### config.mk
export PLATFORM = sky130hd
export DESIGN_NAME = rc_command_link_watchdog
export DESIGN_NICKNAME = d
export VERILOG_FILES = /design/src/sv/rcwd_pkg.sv /design/src/sv/rcwd_cfg_regs.sv /design/src/sv/rcwd_core.sv /design/src/sv/rc_command_link_watchdog.sv
export SDC_FILE = /design/constraint.sdc
export NUM_CORES = 1
export LEC_CHECK = 0
export BUFFER_PORTS_ARGS = -buffer_cell sky130_fd_sc_hd__buf_2
export CAP_MARGIN = 20
export CORE_UTILIZATION = 30
export CTS_BUF_LIST = sky130_fd_sc_hd__clkbuf_4
export CTS_CLUSTER_SIZE = 10
export DETAILED_ROUTE_END_ITERATION = 12
export GPL_ROUTABILITY_DRIVEN = 0
export GPL_TIMING_DRIVEN = 1
export PLACE_DENSITY_LB_ADDON = 0.15
export SETUP_SLACK_MARGIN = 0.15
export SYNTH_ARGS = -nofsm -noshare
export SYNTH_HDL_FRONTEND = slang
export SYNTH_SLANG_ARGS = --single-unit
### constraint.sdc
create_clock -name clk_i -period 12.7 [get_ports clk_i]
set_input_delay 1.27 -clock clk_i [delete_from_list [all_inputs] [get_ports clk_i]]
set_output_delay 1.27 -clock clk_i [all_outputs]
set_load 0.02 [all_outputs]
### src/sv/rcwd_pkg.sv
// rcwd_pkg: shared types, codes and helpers for the rc command link watchdog
// no dependencies; used by every module of the block
`timescale 1ns / 1ps

package rcwd_pkg;

  localparam int TIMEOUT_WIDTH_DEFAULT = 16;
  localparam int CFG_DATA_W = 16;
  localparam int CFG_IDX_W = 1;
  localparam int IN_DATA_W = 24;
  localparam int OUT_DATA_W = 24;

  localparam logic [CFG_IDX_W-1:0] REG_DISCONNECT_TMO = 1'b0;
  localparam logic [CFG_IDX_W-1:0] REG_LOST_TMO = 1'b1;

  localparam logic [CFG_DATA_W-1:0] DISCONNECT_TMO_RESET = 16'd1000;
  localparam logic [CFG_DATA_W-1:0] LOST_TMO_RESET = 16'd500;

  localparam logic OP_TICK = 1'b0;
  localparam logic OP_COMMAND = 1'b1;

  localparam logic [7:0] CMD_THROTTLE = 8'h44;
  localparam logic [7:0] CMD_STEERING = 8'h54;

  typedef struct packed {
    logic       operation;
    logic [7:0] command_letter;
    logic [7:0] digit_high;
    logic [7:0] digit_low;
  } item_t;

  typedef struct packed {
    logic       connect_event;
    logic       disconnect_event;
    logic       lost_event;
    logic       throttle_event;
    logic       steering_event;
    logic signed [7:0] throttle_value;
    logic signed [7:0] steering_value;
    logic       link_up;
    logic       driving_now;
  } result_t;

  typedef struct packed {
    logic       ok;
    logic [3:0] value;
  } nibble_t;

  // ascii hex digit to nibble, ok low for anything else
  function automatic nibble_t hex_nibble(logic [7:0] c);
    nibble_t n;
    n.ok = 1'b1;
    n.value = 4'd0;
    if (c inside {[8'h30:8'h39]}) begin
      n.value = c[3:0];
    end else if (c inside {[8'h41:8'h46], [8'h61:8'h66]}) begin
      n.value = c[3:0] + 4'd9;
    end else begin
      n.ok = 1'b0;
    end
    return n;
  endfunction

endpackage

### src/sv/rcwd_cfg_regs.sv
// rcwd_cfg_regs: disconnect and lost timeout registers behind the write port
// depends on rcwd_pkg
`timescale 1ns / 1ps

module rcwd_cfg_regs #(
  parameter int TIMEOUT_WIDTH = rcwd_pkg::TIMEOUT_WIDTH_DEFAULT
) (
  input  logic                                clk_i,
  input  logic                                rst_ni,
  input  logic                                cfg_we_i,
  input  logic [rcwd_pkg::CFG_IDX_W-1:0]      cfg_idx_i,
  input  logic [rcwd_pkg::CFG_DATA_W-1:0]     cfg_wdata_i,
  output logic [TIMEOUT_WIDTH-1:0]            disc_tmo_o,
  output logic [TIMEOUT_WIDTH-1:0]            lost_tmo_o
);

  logic [TIMEOUT_WIDTH-1:0] disc_tmo_q, disc_tmo_d;
  logic [TIMEOUT_WIDTH-1:0] lost_tmo_q, lost_tmo_d;

  always_comb begin
    disc_tmo_d = disc_tmo_q;
    lost_tmo_d = lost_tmo_q;
    if (cfg_we_i) begin
      case (cfg_idx_i)
        rcwd_pkg::REG_DISCONNECT_TMO: disc_tmo_d = TIMEOUT_WIDTH'(cfg_wdata_i);
        rcwd_pkg::REG_LOST_TMO:       lost_tmo_d = TIMEOUT_WIDTH'(cfg_wdata_i);
        default: ;
      endcase
    end
  end

  always_ff @(posedge clk_i or negedge rst_ni) begin
    if (!rst_ni) begin
      disc_tmo_q <= TIMEOUT_WIDTH'(rcwd_pkg::DISCONNECT_TMO_RESET);
      lost_tmo_q <= TIMEOUT_WIDTH'(rcwd_pkg::LOST_TMO_RESET);
    end else begin
      disc_tmo_q <= disc_tmo_d;
      lost_tmo_q <= lost_tmo_d;
    end
  end

  assign disc_tmo_o = disc_tmo_q;
  assign lost_tmo_o = lost_tmo_q;

endmodule

### src/sv/rcwd_core.sv
// rcwd_core: link and drive state, counters and per-request result logic
// depends on rcwd_pkg; state advances when the request is taken
`timescale 1ns / 1ps

module rcwd_core #(
  parameter int TIMEOUT_WIDTH = rcwd_pkg::TIMEOUT_WIDTH_DEFAULT
) (
  input  logic                      clk_i,
  input  logic                      rst_ni,
  input  logic                      step_i,
  input  rcwd_pkg::item_t           item_i,
  input  logic [TIMEOUT_WIDTH-1:0]  disc_tmo_i,
  input  logic [TIMEOUT_WIDTH-1:0]  lost_tmo_i,
  output rcwd_pkg::result_t         result_o
);

  localparam int CNT_W = TIMEOUT_WIDTH + 1;
  localparam logic [CNT_W-1:0] CNT_MAX = '1;

  logic             conn_q, conn_d;
  logic             drive_q, drive_d;
  logic [CNT_W-1:0] cmd_cnt_q, cmd_cnt_d;
  logic [CNT_W-1:0] drv_cnt_q, drv_cnt_d;
  logic [7:0]       thr_q, thr_d;
  logic [7:0]       str_q, str_d;

  rcwd_pkg::nibble_t hi_nib, lo_nib;
  logic             is_thr, is_str, digits_ok;
  logic [CNT_W-1:0] cmd_inc, drv_inc;

  assign hi_nib = rcwd_pkg::hex_nibble(item_i.digit_high);
  assign lo_nib = rcwd_pkg::hex_nibble(item_i.digit_low);
  assign digits_ok = hi_nib.ok & lo_nib.ok;
  assign is_thr = (item_i.command_letter == rcwd_pkg::CMD_THROTTLE);
  assign is_str = (item_i.command_letter == rcwd_pkg::CMD_STEERING);
  assign cmd_inc = (cmd_cnt_q == CNT_MAX) ? CNT_MAX : cmd_cnt_q + CNT_W'(1);
  assign drv_inc = (drv_cnt_q == CNT_MAX) ? CNT_MAX : drv_cnt_q + CNT_W'(1);

  always_comb begin
    conn_d = conn_q;
    drive_d = drive_q;
    cmd_cnt_d = cmd_cnt_q;
    drv_cnt_d = drv_cnt_q;
    thr_d = thr_q;
    str_d = str_q;
    result_o = '0;
    if (item_i.operation == rcwd_pkg::OP_COMMAND) begin
      result_o.connect_event = !conn_q;
      conn_d = 1'b1;
      cmd_cnt_d = '0;
      if ((is_thr || is_str) && digits_ok) begin
        if (is_thr) begin
          thr_d = {hi_nib.value, lo_nib.value};
          result_o.throttle_event = 1'b1;
        end else begin
          str_d = {hi_nib.value, lo_nib.value};
          result_o.steering_event = 1'b1;
        end
        drive_d = (thr_d != 8'd0) || (str_d != 8'd0);
        if (drive_d) begin
          drv_cnt_d = '0;
        end
      end
    end else begin
      cmd_cnt_d = cmd_inc;
      drv_cnt_d = drv_inc;
      if (conn_q && (cmd_inc > {1'b0, disc_tmo_i})) begin
        conn_d = 1'b0;
        result_o.disconnect_event = 1'b1;
      end
      if (drive_q && (drv_inc > {1'b0, lost_tmo_i})) begin
        drive_d = 1'b0;
        result_o.lost_event = 1'b1;
      end
    end
    result_o.throttle_value = thr_d;
    result_o.steering_value = str_d;
    result_o.link_up = conn_d;
    result_o.driving_now = drive_d;
  end

  always_ff @(posedge clk_i or negedge rst_ni) begin
    if (!rst_ni) begin
      conn_q <= 1'b0;
      drive_q <= 1'b0;
      cmd_cnt_q <= '0;
      drv_cnt_q <= '0;
      thr_q <= 8'd0;
      str_q <= 8'd0;
    end else if (step_i) begin
      conn_q <= conn_d;
      drive_q <= drive_d;
      cmd_cnt_q <= cmd_cnt_d;
      drv_cnt_q <= drv_cnt_d;
      thr_q <= thr_d;
      str_q <= str_d;
    end
  end

endmodule

### src/sv/rc_command_link_watchdog.sv
// rc_command_link_watchdog: top level, input and result registers around the core
// depends on rcwd_pkg, rcwd_cfg_regs and rcwd_core
//
//   channel  dir  handshake                     payload
//   s_axis   in   s_axis_tvalid/s_axis_tready   tdata 24b, tuser 1b (operation)
//   m_axis   out  m_axis_tvalid/m_axis_tready   tdata 24b result
//   cfg      in   cfg_we_i                      cfg_idx_i, cfg_wdata_i 16b
//
// one request per cycle sustained while m_axis_tready holds; a request sits in the input
// register, goes through the core state update and lands in the result register
// result valid once it is in the result register, taken by the receiver at the earliest on the next edge
// a stalled result holds the result register; the input register keeps taking
// requests until it too is full, then s_axis_tready drops
// reset clears the flags, counters and stored values and loads the default timeouts
`timescale 1ns / 1ps

module rc_command_link_watchdog #(
  parameter int TIMEOUT_WIDTH = rcwd_pkg::TIMEOUT_WIDTH_DEFAULT
) (
  input  logic                              clk_i,
  input  logic                              rst_ni,
  input  logic                              s_axis_tvalid,
  output logic                              s_axis_tready,
  // [7:0] command_letter, [15:8] digit_high, [23:16] digit_low
  input  logic [rcwd_pkg::IN_DATA_W-1:0]    s_axis_tdata,
  // [0] operation
  input  logic                              s_axis_tuser,
  output logic                              m_axis_tvalid,
  input  logic                              m_axis_tready,
  // [0] connect_event, [1] disconnect_event, [2] lost_event,
  // [3] throttle_event, [4] steering_event, [12:5] throttle_value,
  // [20:13] steering_value, [21] link_up, [22] driving_now, [23] zero
  output logic [rcwd_pkg::OUT_DATA_W-1:0]   m_axis_tdata,
  input  logic                              cfg_we_i,
  input  logic [rcwd_pkg::CFG_IDX_W-1:0]    cfg_idx_i,
  input  logic [rcwd_pkg::CFG_DATA_W-1:0]   cfg_wdata_i
);

  logic                     in_vld_q;
  rcwd_pkg::item_t          in_item_q;
  logic                     out_vld_q;
  rcwd_pkg::result_t        out_res_q;
  rcwd_pkg::result_t        core_res;
  logic                     out_free, step;
  logic [TIMEOUT_WIDTH-1:0] disc_tmo, lost_tmo;

  assign out_free = !out_vld_q || m_axis_tready;
  assign step = in_vld_q && out_free;
  assign s_axis_tready = !in_vld_q || out_free;

  rcwd_cfg_regs #(
    .TIMEOUT_WIDTH(TIMEOUT_WIDTH)
  ) u_cfg (
    .clk_i      (clk_i),
    .rst_ni     (rst_ni),
    .cfg_we_i   (cfg_we_i),
    .cfg_idx_i  (cfg_idx_i),
    .cfg_wdata_i(cfg_wdata_i),
    .disc_tmo_o (disc_tmo),
    .lost_tmo_o (lost_tmo)
  );

  rcwd_core #(
    .TIMEOUT_WIDTH(TIMEOUT_WIDTH)
  ) u_core (
    .clk_i     (clk_i),
    .rst_ni    (rst_ni),
    .step_i    (step),
    .item_i    (in_item_q),
    .disc_tmo_i(disc_tmo),
    .lost_tmo_i(lost_tmo),
    .result_o  (core_res)
  );

  always_ff @(posedge clk_i or negedge rst_ni) begin
    if (!rst_ni) begin
      in_vld_q <= 1'b0;
      out_vld_q <= 1'b0;
    end else begin
      if (s_axis_tready) begin
        in_vld_q <= s_axis_tvalid;
      end
      if (out_free) begin
        out_vld_q <= in_vld_q;
      end
    end
  end

  always_ff @(posedge clk_i) begin
    if (s_axis_tvalid && s_axis_tready) begin
      in_item_q.operation <= s_axis_tuser;
      in_item_q.command_letter <= s_axis_tdata[7:0];
      in_item_q.digit_high <= s_axis_tdata[15:8];
      in_item_q.digit_low <= s_axis_tdata[23:16];
    end
    if (step) begin
      out_res_q <= core_res;
    end
  end

  assign m_axis_tvalid = out_vld_q;
  assign m_axis_tdata = {1'b0,
                         out_res_q.driving_now,
                         out_res_q.link_up,
                         out_res_q.steering_value,
                         out_res_q.throttle_value,
                         out_res_q.steering_event,
                         out_res_q.throttle_event,
                         out_res_q.lost_event,
                         out_res_q.disconnect_event,
                         out_res_q.connect_event};

endmodule
==> flow_metrics.py <==
metrics = {
    "run_status": {
        "outcome": "finished clean",
    },
    "synth": {
        "synth_area_um2": 7410,
        "postSynthCellCount": 737,
        "synth.yosys.seq_area_share_pct": 48.7,
        "synth_cell_type_count": 63,
        "yosysWarnings": 0,
        "post_synth_edffs": 48,
        "primary_ff_master_synth": "sky130_fd_sc_hd__dfrtp_1",
        "synthesis.nets": 826,
        "postSynthRegisterBits": 134,
        "synth-async-reset-ratio_pct": 64.2,
        "postSynthAreaPerCell_um2": 10.1,
    },
    "critical_path": {
        "critical_path_depth": 15,
        "crit_path_max_incr_delay_ns": 0.62,
        "timing.critical_path.max_delay_family": "simple AND/OR/NAND/NOR gates",
        "worstSetupPathType": "reg2reg",
        "path_cells": "ha_1 -> nand3_1 -> or4_1 -> nor2_1 -> nand3_1 -> and2_1 -> ha_1 -> nor2b_1 -> o21a_1 -> o21ai_0 -> a211o_1 -> a21o_1 -> a31oi_1 -> nor3b_1 -> or2_2",
        "launching_point_of_the_worst_reg2reg_path": "u_core.drv_cnt_q[0]",
        "timing.critical_path.to_type": "flip-flop",
        "critical_path_buf_inv_count": 0,
        "cp-startpoint": "u_core.drv_cnt_q[0]",
        "worstPathArrival_ns": 4.95,
        "worst_ep_required_time_ns": 13.01,
        "regToRegSetupSlack_ns": 8.06,
        "crit_path_slowest_cell": "sky130_fd_sc_hd__or4_1",
        "timing.critical_path.from_type": "flip-flop",
        "reg2reg_depth": 15,
        "critical_path_peak_fanout": 19,
        "critical_path.endpoint": "m_axis_tdata[22]",
        "r2r-end": "m_axis_tdata[22]",
    },
    "route": {
        "vias_per_cell": 4.79,
        "routedWlPerCell_um": 15.6,
        "vias": 5466,
        "drt_pre_antenna_iters": 5,
        "drt-total-wl_mm": 17.7,
        "ant_nets": 0,
        "drt_iter0_markers": 362,
        "detail_route.drc_violations": 0,
    },
    "global_routing": {
        "antenna_found_initial": 1,
        "grt_overflow": 0,
        "grt_pass1_wl_mm": 29.0,
        "grt_util_all_layers_pct": 14.5,
        "first_global_vias": 5330,
        "grt_max_degree": 55,
    },
    "cells_and_area": {
        "synthesis_to_layout_area_growth_pct": 13.5,
        "most_common_cell_after_layout_fill_and_taps_aside": "sky130_fd_sc_hd__nand2_1",
        "regArea_um2": 3610,
        "layout-drive-gt1-share_pct": 21.4,
        "multi_input_gate_area_um2": 3470,
        "design_area_um2": 8410,
        "nets": 892,
        "fillerInstances": 2525,
        "most_used_cells_in_the_layout_excluding_fill_and_tap_cells": "sky130_fd_sc_hd__nand2_1, sky130_fd_sc_hd__dfrtp_1, sky130_fd_sc_hd__buf_2",
        "post_layout_nonfiller_instances": 1141,
    },
    "sta": {
        "timing.max_slew.rel_slack_pct": 38.6,
        "rsz0062_at_grt": "false",
        "finalClockSkew_ns": 0.0233,
        "maxClockFrequency_mhz": 215,
        "layout_min_cycle_time_ns": 4.64,
        "timing.final.hold_violations": 0,
        "setup-tns-final_ns": 0,
        "report.final.setup_viol": 0,
        "layout_worst_path_cycle_share_pct": 36.5,
        "drv_slew": 0,
        "final.hold.worst_slack_ns": 0.506,
        "worstMarginPinSlew_ns": 0.909,
    },
    "cts": {
        "clock_tree.htree_level_count": 4,
        "cts_setup_buffers": 0,
        "clock_tree.buffer_depth": 2,
        "cts_buffers": 17,
        "total_number_of_clock_tree_sinks": 134,
        "ctsHoldBuffers": 0,
        "worst_path_clk_slew_ns": 0.13,
        "clock_latency_ns": 0.55,
        "tritoncts": "yes",
        "cts_resized": 0,
        "clock_tree.root_cell": "sky130_fd_sc_hd__clkbuf_4",
    },
    "pwr": {
        "fin_total_pwr_mw": 1.06,
        "p_leak_nw": 3.77,
        "power.ir.vdd_worst_mv": 0.0452,
        "cellPowerDensity_nw_per_um2": 126,
    },
    "place": {
        "dp.cells": 1108,
        "place_area_um2": 8120,
        "io_buffers": 71,
        "post-dp-hpwl_mm": 12.6,
    },
    "die": {
        "core_region_area_um2": 24200,
        "die_area_um2": 25300,
        "floorplan.die.height_um": 159,
        "row_count": 57,
        "starting_density_of_the_core_pct": 30.6,
        "ioPinCount": 73,
        "die_width_um": 159,
    },
    "min_path": {
        "worstHoldPathType": "reg2reg",
    },
    "job": {
        "timing.max_cap.violations": 0,
    },
}
-- worst min path at each step --
stage | start | cells past startpoint | to | slack [ns]
after global placement | u_core.thr_q[7] | 2 | u_core.thr_q[7] | 0.48
after global routing | u_core.thr_q[7] | 2 | u_core.thr_q[7] | 0.53
after detailed placement | u_core.thr_q[7] | 2 | u_core.thr_q[7] | 0.48
after floorplan | u_core.str_q[7] | 2 | u_core.str_q[7] | 0.46
after CTS | u_core.thr_q[7] | 2 | u_core.thr_q[7] | 0.51
final | u_core.thr_q[7] | 2 | u_core.thr_q[7] | 0.51
-- per-layer routing --
metal	track usage (%)	share of wire (%)	vias up
li1	-	-	2765
met1	20.4	50	2629
met2	22.2	46	68
met3	3.33	3.2	4
met4	4.06	0.56	0
met5	0	0	-
-- Yosys cell counts (3+ instances only) --
master,count,area share (%)
sky130_fd_sc_hd__nand2_1,96,4.9
sky130_fd_sc_hd__dfrtp_1,74,25
sky130_fd_sc_hd__inv_1,53,2.7
sky130_fd_sc_hd__edfxtp_1,48,19
sky130_fd_sc_hd__o21ai_0,48,3.2
sky130_fd_sc_hd__a21oi_1,47,3.2
sky130_fd_sc_hd__ha_1,42,7.1
sky130_fd_sc_hd__nor2_1,38,1.9
sky130_fd_sc_hd__mux2_2,37,5.6
sky130_fd_sc_hd__clkbuf_1,22,1.1
sky130_fd_sc_hd__xnor2_1,18,2.1
sky130_fd_sc_hd__nor3_1,17,1.1
sky130_fd_sc_hd__nand3_1,16,1.1
sky130_fd_sc_hd__dfstp_2,12,4.3
sky130_fd_sc_hd__and3_1,11,0.93
sky130_fd_sc_hd__nand2b_1,10,0.84
sky130_fd_sc_hd__a211oi_1,9,0.91
sky130_fd_sc_hd__a31oi_1,9,0.76
sky130_fd_sc_hd__nor2b_1,9,0.76
sky130_fd_sc_hd__nand4_1,8,0.68
sky130_fd_sc_hd__o22a_1,8,0.95
sky130_fd_sc_hd__a21o_1,7,0.71
sky130_fd_sc_hd__and2_1,7,0.59
sky130_fd_sc_hd__buf_2,7,0.47
sky130_fd_sc_hd__xor2_1,7,0.83
sky130_fd_sc_hd__a41oi_1,5,0.59
sky130_fd_sc_hd__o22ai_1,5,0.42
sky130_fd_sc_hd__a22o_1,4,0.47
sky130_fd_sc_hd__nor3b_1,4,0.41
sky130_fd_sc_hd__nor4_1,4,0.34
sky130_fd_sc_hd__or3_1,4,0.34
sky130_fd_sc_hd__or4_1,4,0.41
sky130_fd_sc_hd__a22oi_1,3,0.30
sky130_fd_sc_hd__and4_1,3,0.35
sky130_fd_sc_hd__o211ai_1,3,0.30
sky130_fd_sc_hd__or2_2,3,0.25
-- cell families after synthesis --
kind of cell             Yosys count  synth area share [%]
XOR/XNOR                          25                  2.95
multiplexers                      41                  6.20
AO/OA/AOI/OAI                    164                  13.9
other                              1                0.0506
AND/OR/NAND/NOR                  246                  16.6
flip-flops                       134                  48.7
adder cells (fa/ha/maj)           42                  7.09
buffers and inverters             84                  4.42
-- state kept, by name, indices dropped and copies added, names as in the netlist --
register and flops:
u_core.drv_cnt_q 17, u_core.thr_q 8, m_axis_tvalid 1, u_cfg.disc_tmo_o 16
u_core.cmd_cnt_q 17, u_cfg.lost_tmo_o 16, u_core.str_q 8, in_vld_q 1
m_axis_tdata 23, u_core.drive_q 1, u_core.conn_q 1, in_item_q 25
-- power breakdown --
group | internal (mW) | switching [mW]
Sequential | 0.493 | 0.0335
Clock | 0.121 | 0.184
Combinational | 0.101 | 0.131
Total | 0.714 | 0.348
-- cell type report --
class | instances | area share [%]
inverters | 53 | 2.36
clock buffers | 17 | 1.52
diodes | 1 | 0.0297
multi-input cells | 519 | 41.3
flip-flops and latches | 134 | 42.9
repair buffers | 78 | 5.12
clock inverters | 15 | 1.96
well taps | 324 | 4.82
-- worst register-to-register path, cell delays in order (launching register included) --
cell                      delay [ns]
sky130_fd_sc_hd__dfrtp_1        0.46
sky130_fd_sc_hd__ha_1           0.25
sky130_fd_sc_hd__nand3_1        0.14
sky130_fd_sc_hd__or4_1          0.62
sky130_fd_sc_hd__nor2_1         0.36
sky130_fd_sc_hd__nand3_1        0.59
sky130_fd_sc_hd__and2_1         0.40
sky130_fd_sc_hd__ha_1           0.17
sky130_fd_sc_hd__nor2b_1        0.10
sky130_fd_sc_hd__o21a_1         0.11
sky130_fd_sc_hd__o21ai_0        0.07
sky130_fd_sc_hd__a211o_1        0.26
sky130_fd_sc_hd__a21o_1         0.15
sky130_fd_sc_hd__a31oi_1        0.30
sky130_fd_sc_hd__nor3b_1        0.12
sky130_fd_sc_hd__or2_2          0.30
-- metrics by stage --
| stage | setup WS, ns | util [%] |
|---|---|---|
| floorplan | 8.47 | - |
| global placement | 8.13 | 33.4 |
| detailed placement | 8.04 | 33.5 |
| CTS | 8.01 | 34.7 |
| global route | 7.72 | 34.7 |
| finish | 8.06 | 34.7 |
No activity file was read; power rests on OpenSTA's default activity.
